<file path="config.mk">
export PLATFORM = sky130hd
export DESIGN_NAME = waypoint_go_to_goal_controller_top
export DESIGN_NICKNAME = d
export VERILOG_FILES = /design/src/rtl/wgtg_pkg.sv /design/src/rtl/wgtg_cordic.sv /design/src/rtl/wgtg_mult.sv /design/src/rtl/wgtg_isqrt.sv /design/src/rtl/waypoint_go_to_goal_controller_top.sv
export VERILOG_INCLUDE_DIRS = /design/src /design/src/rtl
export SDC_FILE = /design/constraint.sdc
export NUM_CORES = 2
export LEC_CHECK = 0
export ABC_AREA = 1
export BUFFER_PORTS_ARGS = -buffer_cell sky130_fd_sc_hd__clkbuf_2
export CORE_MARGIN = 2
export CORE_UTILIZATION = 55
export CTS_CLUSTER_DIAMETER = 150
export CTS_CLUSTER_SIZE = 25
export DETAILED_ROUTE_END_ITERATION = 10
export PLACE_DENSITY = 0.72
export RECOVER_POWER = 100
export REMOVE_ABC_BUFFERS = 1
export SLEW_MARGIN = 20
export SYNTH_ARGS = -nofsm -noshare
export SYNTH_HDL_FRONTEND = slang
export SYNTH_SLANG_ARGS = --single-unit
export TNS_END_PERCENT = 20
</file>
<file path="constraint.sdc">
create_clock -name clk_i -period 8.94 [get_ports clk_i]
set_input_delay 1.341 -clock clk_i [delete_from_list [all_inputs] [get_ports clk_i]]
set_output_delay 1.341 -clock clk_i [all_outputs]
set_load 0.005 [all_outputs]
</file>
<file path="src/rtl/waypoint_go_to_goal_controller_top_assert.svh">
// ----------------------------------------------------------------------------
// waypoint go-to-goal controller assertion macros
// Shared property shorthands for the modules that check their own logic.
// ----------------------------------------------------------------------------
`ifndef WAYPOINT_GO_TO_GOAL_CONTROLLER_TOP_ASSERT_SVH
`define WAYPOINT_GO_TO_GOAL_CONTROLLER_TOP_ASSERT_SVH

// same-cycle implication, checked outside reset
`define WGTG_ASSERT_IMPL(name, ante, cons, msg) \
  name: assert property (@(posedge clk_i) disable iff (!rst_ni) (ante) |-> (cons)) \
    else $error(msg);

// next-cycle implication, checked outside reset
`define WGTG_ASSERT_NEXT(name, ante, cons, msg) \
  name: assert property (@(posedge clk_i) disable iff (!rst_ni) (ante) |=> (cons)) \
    else $error(msg);

`endif

</file>
<file path="src/rtl/wgtg_pkg.sv">
// ----------------------------------------------------------------------------
// wgtg_pkg
// Widths, constants, types and helper functions of the go-to-goal controller.
// ----------------------------------------------------------------------------
package wgtg_pkg;

  // route and iteration counts
  localparam int ROUTE_LENGTH = 4;
  localparam int CORDIC_STEPS = 16;
  localparam int NUM_WP       = 4;

  // field widths
  localparam int POS_W  = 16;
  localparam int HDG_W  = 16;
  localparam int SPD_W  = 16;
  localparam int TURN_W = 24;
  localparam int FWD_W  = 18;
  localparam int IDX_W  = 2;
  localparam int GAIN_W = 16;
  localparam int TOL_W  = 16;
  localparam int WP_W   = 32;

  // configuration port
  localparam int CFG_IDX_W  = 3;
  localparam int CFG_DATA_W = 32;

  // stream words
  localparam int IN_DATA_W  = 64;
  localparam int OUT_DATA_W = 48;
  localparam int OUT_PAD_W  = OUT_DATA_W - TURN_W - FWD_W - IDX_W;
  localparam int OUT_USER_W = 1;

  // datapath widths
  localparam int D_W      = POS_W + 1;       // signed offset
  localparam int PRE_SH   = 8;               // cordic operand scaling
  localparam int CW       = D_W + PRE_SH + 3; // cordic x/y with gain headroom
  localparam int ZW       = 24;              // angle accumulator, Q.20
  localparam int ANG_W    = ZW - PRE_SH;     // rounded angle, Q3.12
  localparam int ATAN_FRAC = 20;
  localparam int CSW      = $clog2(CORDIC_STEPS);
  localparam int ERR_W    = 18;
  localparam int MUL_W    = 18;
  localparam int PROD_W   = 2 * MUL_W;
  localparam int SQ_IN_W  = 2 * POS_W;       // one squared offset
  localparam int SUM_W    = SQ_IN_W + 1;     // sum of squares
  localparam int SQRT_ITERS = (SUM_W + 1) / 2;
  localparam int ROOT_W   = SQRT_ITERS;
  localparam int SQ_W     = SUM_W + 1;
  localparam int SQ_CNT_W = $clog2(SQRT_ITERS + 1);

  localparam logic [ZW-1:0] HALF_PI_Q20 = ZW'(1647099);

  // arctangent of 2^-i for the first steps, Q.20
  localparam logic [ZW-1:0] ATAN_LUT [8] = '{
    ZW'(823550), ZW'(486170), ZW'(256879), ZW'(130396),
    ZW'(65451),  ZW'(32757),  ZW'(16383),  ZW'(8192)
  };

  // configuration register indexes
  typedef enum logic [CFG_IDX_W-1:0] {
    REG_WP0   = 3'd0,
    REG_WP1   = 3'd1,
    REG_WP2   = 3'd2,
    REG_WP3   = 3'd3,
    REG_GAIN  = 3'd4,
    REG_TOL_X = 3'd5,
    REG_TOL_Y = 3'd6
  } cfg_reg_e;

  // sequencer states
  typedef enum logic [3:0] {
    S_IDLE,
    S_START,
    S_CORDIC,
    S_MULX,
    S_MULY,
    S_MULG,
    S_TURN,
    S_SQRT,
    S_DONE
  } ctrl_state_e;

  // status of an iterative unit
  typedef struct packed {
    logic busy;
    logic done;
  } unit_status_t;

  // elementary angle for cordic step i, Q.20
  function automatic logic [ZW-1:0] wgtg_atan_step(input logic [CSW-1:0] i);
    int k;
    logic [ZW-1:0] v;
    k = int'(i);
    if (k < 8) begin
      v = ATAN_LUT[i[2:0]];
    end else if (k > ATAN_FRAC) begin
      v = '0;
    end else begin
      v = ZW'(1) << (ATAN_FRAC - k);
    end
    return v;
  endfunction

  // route index after an arrival, wrapping at the route length
  function automatic logic [IDX_W-1:0] wgtg_next_index(input logic [IDX_W-1:0] idx);
    logic [IDX_W-1:0] n;
    if (idx == IDX_W'(ROUTE_LENGTH - 1)) begin
      n = '0;
    end else begin
      n = idx + IDX_W'(1);
    end
    return n;
  endfunction

endpackage

</file>
<file path="src/rtl/wgtg_cordic.sv">
// ----------------------------------------------------------------------------
// wgtg_cordic
// Vectoring cordic for atan2, one rotation step per cycle on a shared adder set.
// ----------------------------------------------------------------------------
module wgtg_cordic import wgtg_pkg::*; (
  input  logic                    clk_i,
  input  logic                    rst_ni,
  input  logic                    start_i,
  input  logic signed [D_W-1:0]   dx_i,
  input  logic signed [D_W-1:0]   dy_i,
  output logic signed [ANG_W-1:0] angle_o,
  output unit_status_t            status_o
);

  logic signed [CW-1:0] x_q, x_d, y_q, y_d;
  logic signed [CW-1:0] x0, y0, xs, ys;
  logic        [ZW-1:0] z_q, z_d, z0, zsum, at;
  logic       [CSW-1:0] step_q, step_d;
  logic                 busy_q, busy_d, zero_q, zero_d, last;

  // scaled operands
  assign x0 = $signed({{(CW-D_W-PRE_SH){dx_i[D_W-1]}}, dx_i, {PRE_SH{1'b0}}});
  assign y0 = $signed({{(CW-D_W-PRE_SH){dy_i[D_W-1]}}, dy_i, {PRE_SH{1'b0}}});

  assign xs   = x_q >>> step_q;
  assign ys   = y_q >>> step_q;
  assign at   = wgtg_atan_step(step_q);
  assign last = (step_q == CSW'(CORDIC_STEPS - 1));

  // load with quadrant pre-rotation, then one micro-rotation per cycle
  always_comb begin
    x_d    = x_q;
    y_d    = y_q;
    z_d    = z_q;
    step_d = step_q;
    busy_d = busy_q;
    zero_d = zero_q;
    if (start_i) begin
      busy_d = 1'b1;
      step_d = '0;
      zero_d = (dx_i == '0) && (dy_i == '0);
      if (x0 < 0) begin
        if (y0 >= 0) begin
          x_d = y0;
          y_d = -x0;
          z_d = HALF_PI_Q20;
        end else begin
          x_d = -y0;
          y_d = x0;
          z_d = -HALF_PI_Q20;
        end
      end else begin
        x_d = x0;
        y_d = y0;
        z_d = '0;
      end
    end else if (busy_q) begin
      if (!y_q[CW-1]) begin
        x_d = x_q + ys;
        y_d = y_q - xs;
        z_d = z_q + at;
      end else begin
        x_d = x_q - ys;
        y_d = y_q + xs;
        z_d = z_q - at;
      end
      step_d = step_q + CSW'(1);
      if (last) begin
        busy_d = 1'b0;
      end
    end
  end

  // control
  always_ff @(posedge clk_i or negedge rst_ni) begin
    if (!rst_ni) begin
      busy_q <= 1'b0;
      step_q <= '0;
    end else begin
      busy_q <= busy_d;
      step_q <= step_d;
    end
  end

  // datapath
  always_ff @(posedge clk_i) begin
    x_q    <= x_d;
    y_q    <= y_d;
    z_q    <= z_d;
    zero_q <= zero_d;
  end

  // round Q.20 to Q3.12, atan2 of a zero offset is zero
  assign zsum    = z_q + ZW'(128);
  assign angle_o = zero_q ? '0 : $signed(zsum[ZW-1:PRE_SH]);

  assign status_o.busy = busy_q;
  assign status_o.done = busy_q && last;

endmodule

</file>
<file path="src/rtl/wgtg_mult.sv">
// ----------------------------------------------------------------------------
// wgtg_mult
// Shared signed multiplier with a registered product.
// ----------------------------------------------------------------------------
module wgtg_mult import wgtg_pkg::*; (
  input  logic                     clk_i,
  input  logic                     en_i,
  input  logic signed [MUL_W-1:0]  a_i,
  input  logic signed [MUL_W-1:0]  b_i,
  output logic signed [PROD_W-1:0] p_o
);

  logic signed [PROD_W-1:0] p_q;

  // product register
  always_ff @(posedge clk_i) begin
    if (en_i) begin
      p_q <= a_i * b_i;
    end
  end

  assign p_o = p_q;

endmodule

</file>
<file path="src/rtl/wgtg_isqrt.sv">
// ----------------------------------------------------------------------------
// wgtg_isqrt
// Restoring integer square root, two radicand bits per cycle, rounded to nearest.
// ----------------------------------------------------------------------------
module wgtg_isqrt import wgtg_pkg::*; (
  input  logic               clk_i,
  input  logic               rst_ni,
  input  logic               start_i,
  input  logic [SUM_W-1:0]   s_i,
  output logic [ROOT_W-1:0]  root_o,
  output unit_status_t       status_o
);

  logic [SQ_W-1:0]     rem_q, rem_d, r_q, r_d, bit_q, bit_d, trial;
  logic [SQ_CNT_W-1:0] cnt_q, cnt_d;
  logic                busy_q, busy_d, rnd;

  assign trial = r_q + bit_q;
  assign rnd   = (cnt_q == SQ_CNT_W'(SQRT_ITERS));

  // one digit per cycle, then the rounding step
  always_comb begin
    rem_d  = rem_q;
    r_d    = r_q;
    bit_d  = bit_q;
    cnt_d  = cnt_q;
    busy_d = busy_q;
    if (start_i) begin
      rem_d  = {1'b0, s_i};
      r_d    = '0;
      bit_d  = SQ_W'(1) << (2 * (SQRT_ITERS - 1));
      cnt_d  = '0;
      busy_d = 1'b1;
    end else if (busy_q) begin
      if (rnd) begin
        if (rem_q > r_q) begin
          r_d = r_q + SQ_W'(1);
        end
        busy_d = 1'b0;
      end else begin
        if (rem_q >= trial) begin
          rem_d = rem_q - trial;
          r_d   = (r_q >> 1) + bit_q;
        end else begin
          r_d = r_q >> 1;
        end
        bit_d = bit_q >> 2;
        cnt_d = cnt_q + SQ_CNT_W'(1);
      end
    end
  end

  // control
  always_ff @(posedge clk_i or negedge rst_ni) begin
    if (!rst_ni) begin
      busy_q <= 1'b0;
      cnt_q  <= '0;
    end else begin
      busy_q <= busy_d;
      cnt_q  <= cnt_d;
    end
  end

  // datapath
  always_ff @(posedge clk_i) begin
    rem_q <= rem_d;
    r_q   <= r_d;
    bit_q <= bit_d;
  end

  assign root_o        = r_q[ROOT_W-1:0];
  assign status_o.busy = busy_q;
  assign status_o.done = busy_q && rnd;

endmodule

</file>
<file path="src/rtl/waypoint_go_to_goal_controller_top.sv">
// ----------------------------------------------------------------------------
// waypoint_go_to_goal_controller_top
// Proportional go-to-goal steering over a cyclic route of waypoints.
//
// channel   direction  contents
// s_axis    in         pose word: pos_x, pos_y, heading, measured_speed
// m_axis    out        command word: turn_rate, forward_speed, target_index
//                      tuser: reached
// cfg       in         register write: index, data
//
// a pose word runs from accept to result through the cordic loop, three
// multiplier passes and the 17-digit root loop, one after another under the
// sequencer; the next word is taken once the sequencer is back in idle.
// s_axis_tready_o is high only while the sequencer is idle; a finished result
// sits in the output register and a new word may be taken meanwhile.
// a result that is not taken holds the sequencer in its last state.
// reset is asynchronous, active low; the waypoint registers return to their default route.
// ----------------------------------------------------------------------------
`include "waypoint_go_to_goal_controller_top_assert.svh"

module waypoint_go_to_goal_controller_top import wgtg_pkg::*; (
  input  logic                  clk_i,
  input  logic                  rst_ni,
  // pos_x[15:0], pos_y[31:16], heading[47:32], measured_speed[63:48]
  input  logic [IN_DATA_W-1:0]  s_axis_tdata_i,
  input  logic                  s_axis_tvalid_i,
  output logic                  s_axis_tready_o,
  // turn_rate[23:0], forward_speed[41:24], target_index[43:42], zeros[47:44]
  output logic [OUT_DATA_W-1:0] m_axis_tdata_o,
  // reached[0]
  output logic [OUT_USER_W-1:0] m_axis_tuser_o,
  output logic                  m_axis_tvalid_o,
  input  logic                  m_axis_tready_i,
  input  logic                  cfg_valid_i,
  output logic                  cfg_ready_o,
  input  logic [CFG_IDX_W-1:0]  cfg_index_i,
  input  logic [CFG_DATA_W-1:0] cfg_data_i
);

  ctrl_state_e state_q, state_d;

  logic [WP_W-1:0]   wp_q [NUM_WP];
  logic [GAIN_W-1:0] gain_q;
  logic [TOL_W-1:0]  tol_x_q, tol_y_q;
  logic [IDX_W-1:0]  route_q;

  logic signed [D_W-1:0]   dx_q, dy_q, dx_d, dy_d;
  logic        [D_W-1:0]   adx_full, ady_full;
  logic        [POS_W-1:0] adx_q, ady_q;
  logic signed [HDG_W-1:0] hd_q;
  logic signed [SPD_W-1:0] spd_q;
  logic        [IDX_W-1:0] idx_q;
  logic                    reached_q;
  logic signed [ERR_W-1:0] err_q;
  logic [SQ_IN_W-1:0]      sqx_q;
  logic signed [TURN_W-1:0] turn_q;

  logic [WP_W-1:0]  wp_sel;
  logic [POS_W-1:0] pos_x, pos_y;

  logic signed [TURN_W-1:0] out_turn_q;
  logic signed [FWD_W-1:0]  out_fwd_q;
  logic [IDX_W-1:0]         out_index_q;
  logic                     out_reached_q, m_valid_q;

  logic in_acc, out_free, commit;
  logic cordic_start, sqrt_start, mul_en, err_load, sqx_load, turn_load, prep_load;
  logic signed [MUL_W-1:0]  mul_a, mul_b;
  logic signed [PROD_W-1:0] prod;
  logic signed [ANG_W-1:0]  angle;
  logic [SUM_W-1:0]         sq_sum;
  logic [ROOT_W-1:0]        root;
  logic signed [PROD_W-1:0] tsum, tsh;
  logic signed [TURN_W-1:0] turn_sat;
  logic signed [FWD_W-1:0]  fwd_val;
  unit_status_t             cordic_st, sqrt_st;

  // handshakes
  assign s_axis_tready_o = (state_q == S_IDLE);
  assign in_acc          = s_axis_tvalid_i && s_axis_tready_o;
  assign out_free        = !m_valid_q || m_axis_tready_i;
  assign cfg_ready_o     = 1'b1;

  // offsets to the current waypoint
  assign wp_sel = wp_q[route_q];
  assign pos_x  = s_axis_tdata_i[POS_W-1:0];
  assign pos_y  = s_axis_tdata_i[2*POS_W-1:POS_W];
  assign dx_d   = $signed({1'b0, wp_sel[WP_W-1:POS_W]}) - $signed({1'b0, pos_x});
  assign dy_d   = $signed({1'b0, wp_sel[POS_W-1:0]}) - $signed({1'b0, pos_y});

  assign adx_full = dx_q[D_W-1] ? D_W'(-dx_q) : D_W'(dx_q);
  assign ady_full = dy_q[D_W-1] ? D_W'(-dy_q) : D_W'(dy_q);

  // next state
  always_comb begin
    state_d = state_q;
    unique case (state_q)
      S_IDLE:   if (in_acc) state_d = S_START;
      S_START:  state_d = S_CORDIC;
      S_CORDIC: if (cordic_st.done) state_d = S_MULX;
      S_MULX:   state_d = S_MULY;
      S_MULY:   state_d = S_MULG;
      S_MULG:   state_d = S_TURN;
      S_TURN:   state_d = S_SQRT;
      S_SQRT:   if (sqrt_st.done) state_d = S_DONE;
      S_DONE:   if (out_free) state_d = S_IDLE;
      default:  state_d = S_IDLE;
    endcase
  end

  // sequencer outputs
  always_comb begin
    cordic_start = 1'b0;
    sqrt_start   = 1'b0;
    mul_en       = 1'b0;
    mul_a        = $signed({{(MUL_W-POS_W){1'b0}}, adx_q});
    mul_b        = $signed({{(MUL_W-POS_W){1'b0}}, adx_q});
    err_load     = 1'b0;
    sqx_load     = 1'b0;
    turn_load    = 1'b0;
    prep_load    = 1'b0;
    commit       = 1'b0;
    unique case (state_q)
      S_START: begin
        cordic_start = 1'b1;
        prep_load    = 1'b1;
      end
      S_MULX: begin
        mul_en   = 1'b1;
        err_load = 1'b1;
      end
      S_MULY: begin
        mul_en   = 1'b1;
        mul_a    = $signed({{(MUL_W-POS_W){1'b0}}, ady_q});
        mul_b    = $signed({{(MUL_W-POS_W){1'b0}}, ady_q});
        sqx_load = 1'b1;
      end
      S_MULG: begin
        mul_en     = 1'b1;
        mul_a      = MUL_W'(err_q);
        mul_b      = $signed({{(MUL_W-GAIN_W){1'b0}}, gain_q});
        sqrt_start = 1'b1;
      end
      S_TURN:  turn_load = 1'b1;
      S_DONE:  commit = out_free;
      default: ;
    endcase
  end

  // shared units
  wgtg_cordic u_cordic (
    .clk_i    (clk_i),
    .rst_ni   (rst_ni),
    .start_i  (cordic_start),
    .dx_i     (dx_q),
    .dy_i     (dy_q),
    .angle_o  (angle),
    .status_o (cordic_st)
  );

  wgtg_mult u_mult (
    .clk_i (clk_i),
    .en_i  (mul_en),
    .a_i   (mul_a),
    .b_i   (mul_b),
    .p_o   (prod)
  );

  assign sq_sum = {1'b0, sqx_q} + {1'b0, prod[SQ_IN_W-1:0]};

  wgtg_isqrt u_isqrt (
    .clk_i    (clk_i),
    .rst_ni   (rst_ni),
    .start_i  (sqrt_start),
    .s_i      (sq_sum),
    .root_o   (root),
    .status_o (sqrt_st)
  );

  // turn rounding and saturation
  assign tsum = prod + PROD_W'(128);
  assign tsh  = tsum >>> 8;
  always_comb begin
    if (tsh[PROD_W-1:TURN_W-1] == '0 || tsh[PROD_W-1:TURN_W-1] == '1) begin
      turn_sat = tsh[TURN_W-1:0];
    end else if (tsh[PROD_W-1]) begin
      turn_sat = {1'b1, {(TURN_W-1){1'b0}}};
    end else begin
      turn_sat = {1'b0, {(TURN_W-1){1'b1}}};
    end
  end

  // forward command
  assign fwd_val = reached_q ? FWD_W'(spd_q) : $signed({{(FWD_W-ROOT_W){1'b0}}, root});

  // control and configuration registers
  always_ff @(posedge clk_i or negedge rst_ni) begin
    if (!rst_ni) begin
      state_q   <= S_IDLE;
      route_q   <= '0;
      m_valid_q <= 1'b0;
      wp_q[0]   <= WP_W'(1342197760);
      wp_q[1]   <= WP_W'(2147504128);
      wp_q[2]   <= WP_W'(2147491840);
      wp_q[3]   <= WP_W'(1342185472);
      gain_q    <= GAIN_W'(2560);
      tol_x_q   <= TOL_W'(410);
      tol_y_q   <= TOL_W'(410);
    end else begin
      state_q <= state_d;
      if (commit) begin
        m_valid_q <= 1'b1;
        if (reached_q) begin
          route_q <= wgtg_next_index(idx_q);
        end
      end else if (m_axis_tready_i) begin
        m_valid_q <= 1'b0;
      end
      if (cfg_valid_i && cfg_ready_o) begin
        unique case (cfg_reg_e'(cfg_index_i))
          REG_WP0, REG_WP1, REG_WP2, REG_WP3: wp_q[cfg_index_i[IDX_W-1:0]] <= cfg_data_i;
          REG_GAIN:  gain_q  <= cfg_data_i[GAIN_W-1:0];
          REG_TOL_X: tol_x_q <= cfg_data_i[TOL_W-1:0];
          REG_TOL_Y: tol_y_q <= cfg_data_i[TOL_W-1:0];
          default: ;
        endcase
      end
    end
  end

  // word payload and working registers
  always_ff @(posedge clk_i) begin
    if (in_acc) begin
      dx_q  <= dx_d;
      dy_q  <= dy_d;
      hd_q  <= $signed(s_axis_tdata_i[2*POS_W+HDG_W-1:2*POS_W]);
      spd_q <= $signed(s_axis_tdata_i[IN_DATA_W-1:IN_DATA_W-SPD_W]);
      idx_q <= route_q;
    end
    if (prep_load) begin
      adx_q     <= adx_full[POS_W-1:0];
      ady_q     <= ady_full[POS_W-1:0];
      reached_q <= (adx_full[POS_W-1:0] <= tol_x_q) && (ady_full[POS_W-1:0] <= tol_y_q);
    end
    if (err_load) begin
      err_q <= ERR_W'(angle) - ERR_W'(hd_q);
    end
    if (sqx_load) begin
      sqx_q <= prod[SQ_IN_W-1:0];
    end
    if (turn_load) begin
      turn_q <= turn_sat;
    end
    if (commit) begin
      out_turn_q    <= turn_q;
      out_fwd_q     <= fwd_val;
      out_index_q   <= idx_q;
      out_reached_q <= reached_q;
    end
  end

  assign m_axis_tvalid_o = m_valid_q;
  assign m_axis_tdata_o  = {{OUT_PAD_W{1'b0}}, out_index_q, out_fwd_q, out_turn_q};
  assign m_axis_tuser_o  = out_reached_q;

  // checks
  `WGTG_ASSERT_NEXT(a_busy_after_accept, in_acc, !s_axis_tready_o,
                    "sequencer still ready after taking a word")
  `WGTG_ASSERT_IMPL(a_route_follows_result, m_valid_q,
                    route_q == (out_reached_q ? wgtg_next_index(out_index_q) : out_index_q),
                    "route index does not match the pending result")
  `WGTG_ASSERT_IMPL(a_distance_nonneg, m_valid_q && !out_reached_q, !out_fwd_q[FWD_W-1],
                    "negative distance in a pending result")
  `WGTG_ASSERT_IMPL(a_units_exclusive, cordic_st.busy, !sqrt_st.busy,
                    "cordic and square root running together")

endmodule
</file>
After elaboration in Yosys (flattened, before gate mapping). Memories as Yosys holds them, arrays and structs flattened. Index checks and enable logic that the tools add are counted.

Logic and storage cells: 203. Bits in registers: 616. Output and inout bits: 52. Input bits: 104. Memory bits (read-only): 192. Memories: 1.

Memories: (name not given) (words 8, width 24, read ports 1, clocked after memory_dff 0, write ports 0, line wgtg_pkg.sv:95) `v = ATAN_LUT[i[2:0]];`.

Magnitude comparators: 11. Muxes and demuxes: 65. $add $sub $neg: 24. Multipliers: 1. Eq/ne operators: 24. Reductions and logical operators: 31. Shifts and indexed selects: 3. Bitwise operators: 4.

Operator list (number): 2-to-1 mux 28 bit (10); 2-to-1 mux 24 bit (10); 2-to-1 mux 33 bit (4); bitwise mux 128 bit (1); 2-to-1 mux 34 bit (3); 2-to-1 mux 32 bit (3); binary-select mux 32 bit (select 2 bit) (1); demux 32 bit (select 2 bit) (1); adder 28 bit (2); negator 25 -> 28 bit (2); >>> shifter 28 x 4 -> 28 bit (2); subtractor 28 bit (2); subtractor 16 x 16 -> 17 bit (3); 2-to-1 mux 16 bit (3); adder 36 x 9 -> 36 bit (second input constant) (1); case mux 18 bit (2 select lines) (1); case mux 4 bit (9 select lines) (1); multiplier 18 x 17 -> 35 bit (1); adder 33 x 33 -> 34 bit (1); adder 34 x 1 -> 34 bit (second input constant) (1); adder 34 x 33 -> 34 bit (1); >= comparator 34 bit (1); greater-than comparator 34 bit (1); zero test 17 bit (2); 51 further kinds (105).

Depth between registers and ports, before layout.
Depth after elaboration: 9. Mapped depth: 36. Gate-level depth less buffers: 34.

Cells and area by module. From an unflattened synthesis, not the netlist that was laid out.

Cell total of the unflattened synthesis: 8356. Area total of the unflattened synthesis: 61181.2 µm².

By module, submodules not included: waypoint_go_to_goal_controller_top (instances 1, area each 21694.6 µm², seq. area each 11185.7 µm², cells an instance 2438); wgtg_mult (instances 1, area each 14310.0 µm², seq. area each 1081.0 µm², cells an instance 1818); wgtg_cordic (instances 1, area each 13759.4 µm², seq. area each 2557.5 µm², cells an instance 2220); wgtg_isqrt (instances 1, area each 11417.2 µm², seq. area each 2182.1 µm², cells an instance 1880).

Worst setup path before layout. Ideal clock, no wire load.

Path type: register -> register. From: register state_q[3]. To: register u_mult.p_q[29] (netlist: u_mult.p_o[29]), data pin. Path slack: 1.964 ns. Stages on the path, launching flop included: 33. Required time: 8.681 ns. Path buffers: 2. Period minus slack after synthesis: 6.976 ns. Setup time: 0.259 ns. Data arrival time: 6.717 ns. Path through: dfrtp_1 > nor2_1 > inv_1 > nor2_2 > inv_2 > clkbuf_1 > a21oi_1 > a21oi_1 > inv_1 > clkbuf_1 > nor2_1 > fa_1 > inv_1 > fa_1 > inv_1 > fa_1 > inv_1 > fa_1 > inv_1 > fa_1 > inv_1 > fa_1 > inv_1 > ha_1 > a21oi_1 > o21ai_0 > a21oi_1 > o21ai_0 > a21boi_0 > o21ai_0 > nand2_1 > nand2_1 > xor2_1.

Longest elaborated chain between the ends: 3. Elaborated cells between the ends (all ways): 5. Those cells by class: 1 x mul; 2 x eq/ne; 2 x mux.

RTL lines: start: declaration (line waypoint_go_to_goal_controller_top.sv:40) `ctrl_state_e state_q, state_d;`; start signal: assignment (line waypoint_go_to_goal_controller_top.sv:210) `state_q <= state_d;`; equality test 4 x 3 -> 1 bit (line waypoint_go_to_goal_controller_top.sv:123) `unique case (state_q)`; case mux 18 bit (2 select lines) / case mux 16 bit (2 select lines) (equally long branches) (line waypoint_go_to_goal_controller_top.sv:123); multiplier 18 x 17 -> 35 bit (*) (line wgtg_mult.sv:18) `p_q <= a_i * b_i;`; end signal: assignment (line wgtg_mult.sv:18); end: declaration (line wgtg_mult.sv:13) `logic signed [PROD_W-1:0] p_q;`.

Every way passes the cells marked *; elsewhere a longest branch is shown, timed or not. A chain may end at the register's enable or synchronous reset.

Final worst setup path. Same ends and word-level chain as after synthesis.

==> results by group <==
Status
  • Result of the run: finished, violations left
  • Violated checks: capacitance limit, slew limit

Yosys
  • Flop and latch count out of synthesis: 614
  • Dominant register cell in the synthesized netlist: sky130_fd_sc_hd__edfxtp_1
  • Most numerous cell types in the synthesized netlist: 1,745 x sky130_fd_sc_hd__nand2_1, 1,052 x sky130_fd_sc_hd__inv_1, 638 x sky130_fd_sc_hd__o21ai_0
  • Top-area cell type share of the netlist area: 19.6%
  • Mapped Cells: 7,420
  • Sequential element share of the synthesized area: 30.2%
  • Mean post-synth cell area: 7.59 um2
  • Count of distinct cell types in the synthesized netlist: 75
  • Synthesized area: 56,300 um2
  • Post-synth EDFFs: 368
  • Proportion of synthesized flip-flops having asynchronous set or reset: 31.6%
  • Warnings from Yosys: 0
  • Leading cell types by total area after synthesis: sky130_fd_sc_hd__edfxtp_1 20%, sky130_fd_sc_hd__nand2_1 12%, sky130_fd_sc_hd__fa_1 10%, sky130_fd_sc_hd__ha_1 9.0%, sky130_fd_sc_hd__dfrtp_1 7.6%
  • Most common cell in the synthesized netlist: sky130_fd_sc_hd__nand2_1
  • Library cell occupying the most area in the post-synthesis netlist: sky130_fd_sc_hd__edfxtp_1

Timing
  • Setup violations, final: 0
  • Final hold viol count: 0
  • Unrepaired setup endpoints after global routing: no
  • Clock skew: 0.0287 ns
  • Max-Slew Margin vs Limit: -194%
  • Fin. max-slew vios: 1,286
  • Final worst path period need: 8.17 ns
  • Slew at the pin with the worst max-slew slack: 4.41 ns
  • Highest achievable clock rate: 122 MHz
  • Final period utilization: 91.4%

CTS
  • Setup Buffers After CTS: 0
  • Clock latency reported for the late side of the worst-skew pair: 0.69 ns
  • Cts bufs inserted: 29
  • Clock tree from TritonCTS: done
  • Clock transition at path regs: 0.10 ns
  • Root cell of the clock tree: sky130_fd_sc_hd__clkbuf_16
  • Cts hold-fix bufs: 0
  • Resized Gates After CTS: 0
  • Level count of the clock H-tree: 1
  • Maximum root-to-sink buffer count: 3
  • Clock sink count: 614

Flow run
  • Number of maximum-capacitance constraint violations: 26

Die
  • Die boundary height: 324 um
  • Placement row count: 117
  • Top Ports: 156
  • DIE AREA: 105,000 um2
  • Die outline width: 324 um
  • Core region area: 102,000 um2
  • Initial core utilization: 55.4%

Place
  • HPWL reported at the end of detailed placement: 132 mm
  • Port bufs: 150
  • Total cell area at the placement stage: 58,000 um2
  • Final weighted congestion in routability-driven placement: 0.982

Critical path
  • Data required time of the worst path: 9.37 ns
  • R2R setup slack: 0.77 ns
  • CP dominant cell by count: sky130_fd_sc_hd__fa_1
  • Reg2reg start: state_q[3]
  • Destination of the worst register-to-register timing path: u_mult.p_o[29]
  • Crit path max fanout: 25
  • Largest stage delay on the critical path: 0.54 ns
  • Kind of end point of the critical path: flop
  • Cell at the slowest stage of the critical path: sky130_fd_sc_hd__fa_1
  • Kind of cell adding the most delay to the critical path: adder cells
  • Kind of critical path: reg -> reg
  • Worst setup SP type: flop
  • Worst path depth: 28
  • Worst reg-to-reg path cell count: 28
  • Worst EP arrival: 8.60 ns
  • Buffers and inverters on the worst path: 6

Finish
  • Final layout net count: 8,205
  • Share of final-layout standard cells stronger than drive strength 1: 4.05%
  • Filler cell count in the final layout: 9,856
  • Finished layout cell area: 58,600 um2
  • Share of the core filled with cells in the final layout: 57.7%
  • Inserted Diodes: 0
  • Area growth from synthesis to layout: 4.05%

GRT
  • Total congestion overflow: 0
  • Initial antenna violation count: 2
  • Pin count of the biggest net entering global routing: 89
  • Via count of the first global-routing pass: 47,200
  • Total routing resource utilization after global routing: 31.7%
  • Wire length of the first global-routing pass: 262 mm

Hold path
  • WHS Endpoint: out_turn_q[6]
  • Cell depth of the worst hold path: 0
  • Startpoint of the lowest-slack hold path: turn_q[6]
  • Worst Hold Class: reg -> reg

Drt
  • Wire length per cell: 19.1 um
  • Total wire length: 168 mm
  • DRC: 0
  • DRT antenna net count: 0
  • Drt initial violations: 4,651
  • Average vias per placed instance: 5.68
  • Length of the first detailed-routing pass in iterations: 6
  • Vias after detailed routing: 49,900
placed cells by master, fill, tap and decap left out, types with 19 or more instances in the layout:
master	Yosys	final
sky130_fd_sc_hd__a21oi_1	467	467
sky130_fd_sc_hd__o211ai_1	22	22
sky130_fd_sc_hd__fa_1	291	291
sky130_fd_sc_hd__or2_2	28	28
sky130_fd_sc_hd__nor3_1	81	82
sky130_fd_sc_hd__clkinv_1	17	19
sky130_fd_sc_hd__nand2_1	1745	1747
sky130_fd_sc_hd__nand2_2	23	21
sky130_fd_sc_hd__inv_1	1052	1051
sky130_fd_sc_hd__a31oi_1	37	37
sky130_fd_sc_hd__clkbuf_16	0	29
sky130_fd_sc_hd__clkbuf_1	137	92
sky130_fd_sc_hd__a21o_1	26	26
sky130_fd_sc_hd__edfxtp_1	368	368
sky130_fd_sc_hd__dfrtp_1	170	167
sky130_fd_sc_hd__o21bai_1	36	36
sky130_fd_sc_hd__o21ai_0	638	642
sky130_fd_sc_hd__nor2_2	21	19
sky130_fd_sc_hd__xor2_1	189	189
sky130_fd_sc_hd__clkbuf_2	1	108
sky130_fd_sc_hd__ha_1	403	403
sky130_fd_sc_hd__nor4_1	26	27
sky130_fd_sc_hd__nand3_1	426	426
sky130_fd_sc_hd__dfxtp_1	52	52
sky130_fd_sc_hd__nand4_1	65	66
sky130_fd_sc_hd__o22ai_1	42	42
sky130_fd_sc_hd__a21boi_0	30	30
sky130_fd_sc_hd__nor2_1	633	636
sky130_fd_sc_hd__xnor2_1	94	94
sky130_fd_sc_hd__dfstp_2	24	24
layout make-up:
cell class | instances | area (um2) | share of cell area, %
clock buffers | 50 | 805 | 1.37
flip-flops and latches | 614 | 17000 | 29.0
repair buffers | 190 | 890 | 1.52
clock inverters | 4 | 83.8 | 0.143
multi-input cells | 5486 | 34000 | 58.1
well taps | 1368 | 1710 | 2.92
inverters | 1086 | 4080 | 6.97
state kept, by name (all words and copies together), names as in the netlist, 17 cells and up:
name	count
err_q	17
u_isqrt.bit_q	17
sqx_q	32
dx_q	17
u_cordic.y_q	28
out_fwd_q	18
turn_q	24
u_cordic.z_q	24
u_mult.p_o	35
dy_q	17
out_turn_q	24
u_cordic.x_q	28
u_isqrt.rem_q	34
wp_q	128
u_isqrt.r_q	34
routing by layer:
metal,wire (um),vias up,GRT usage (%)
li1,-,24200,-
met1,72100,23600,42.7
met2,78200,1816,53.2
met3,10400,313,3.11
met4,7160,2,11.6
met5,13,-,0
logic make-up (layout without fill, tap and decap cells):
logic type               count (synthesis)  after routing  synth area share [%]
AND/OR/NAND/NOR                       3109           3109                  23.2
buffers and inverters                 1323           1330                  9.36
adder cells (fa/ha/maj)                694            694                  19.3
XOR/XNOR                               283            283                  4.40
flip-flops                             614            614                  30.2
other                                    2              5                0.0133
AO/OA/AOI/OAI                         1395           1395                  13.5
per-stage QoR:
| step | std cells | hold slack, ns | setup slack (ns) | setup TNS [ns] |
|---|---|---|---|---|
| CTS | 8798 | 0.411 | 0.950 | 0 |
| global route | 8798 | 0.426 | 0.218 | 0 |
| floorplan | 7186 | 0.400 | -0.0735 | -0.0792 |
| global placement | 8744 | 0.402 | 1.05 | 0 |
| detailed placement | 8744 | 0.405 | 0.934 | 0 |
| finish | 8798 | 0.410 | 0.765 | 0 |
how the worst max path moves through the flow:
stage                    start  slack, ns              to
floorplan           state_q[0]      -0.07  u_mult.p_o[33]
global placement    state_q[3]       1.05  u_mult.p_o[29]
detailed placement  state_q[0]       0.93  u_mult.p_o[29]
CTS                 state_q[0]       0.95  u_mult.p_o[29]
global route        state_q[3]       0.22  u_mult.p_o[29]
finish              state_q[3]       0.77  u_mult.p_o[29]
Power is left out: the tool's default activity adds up to more than one toggle a clock period on the data nets, which glitch-free logic cannot reach.
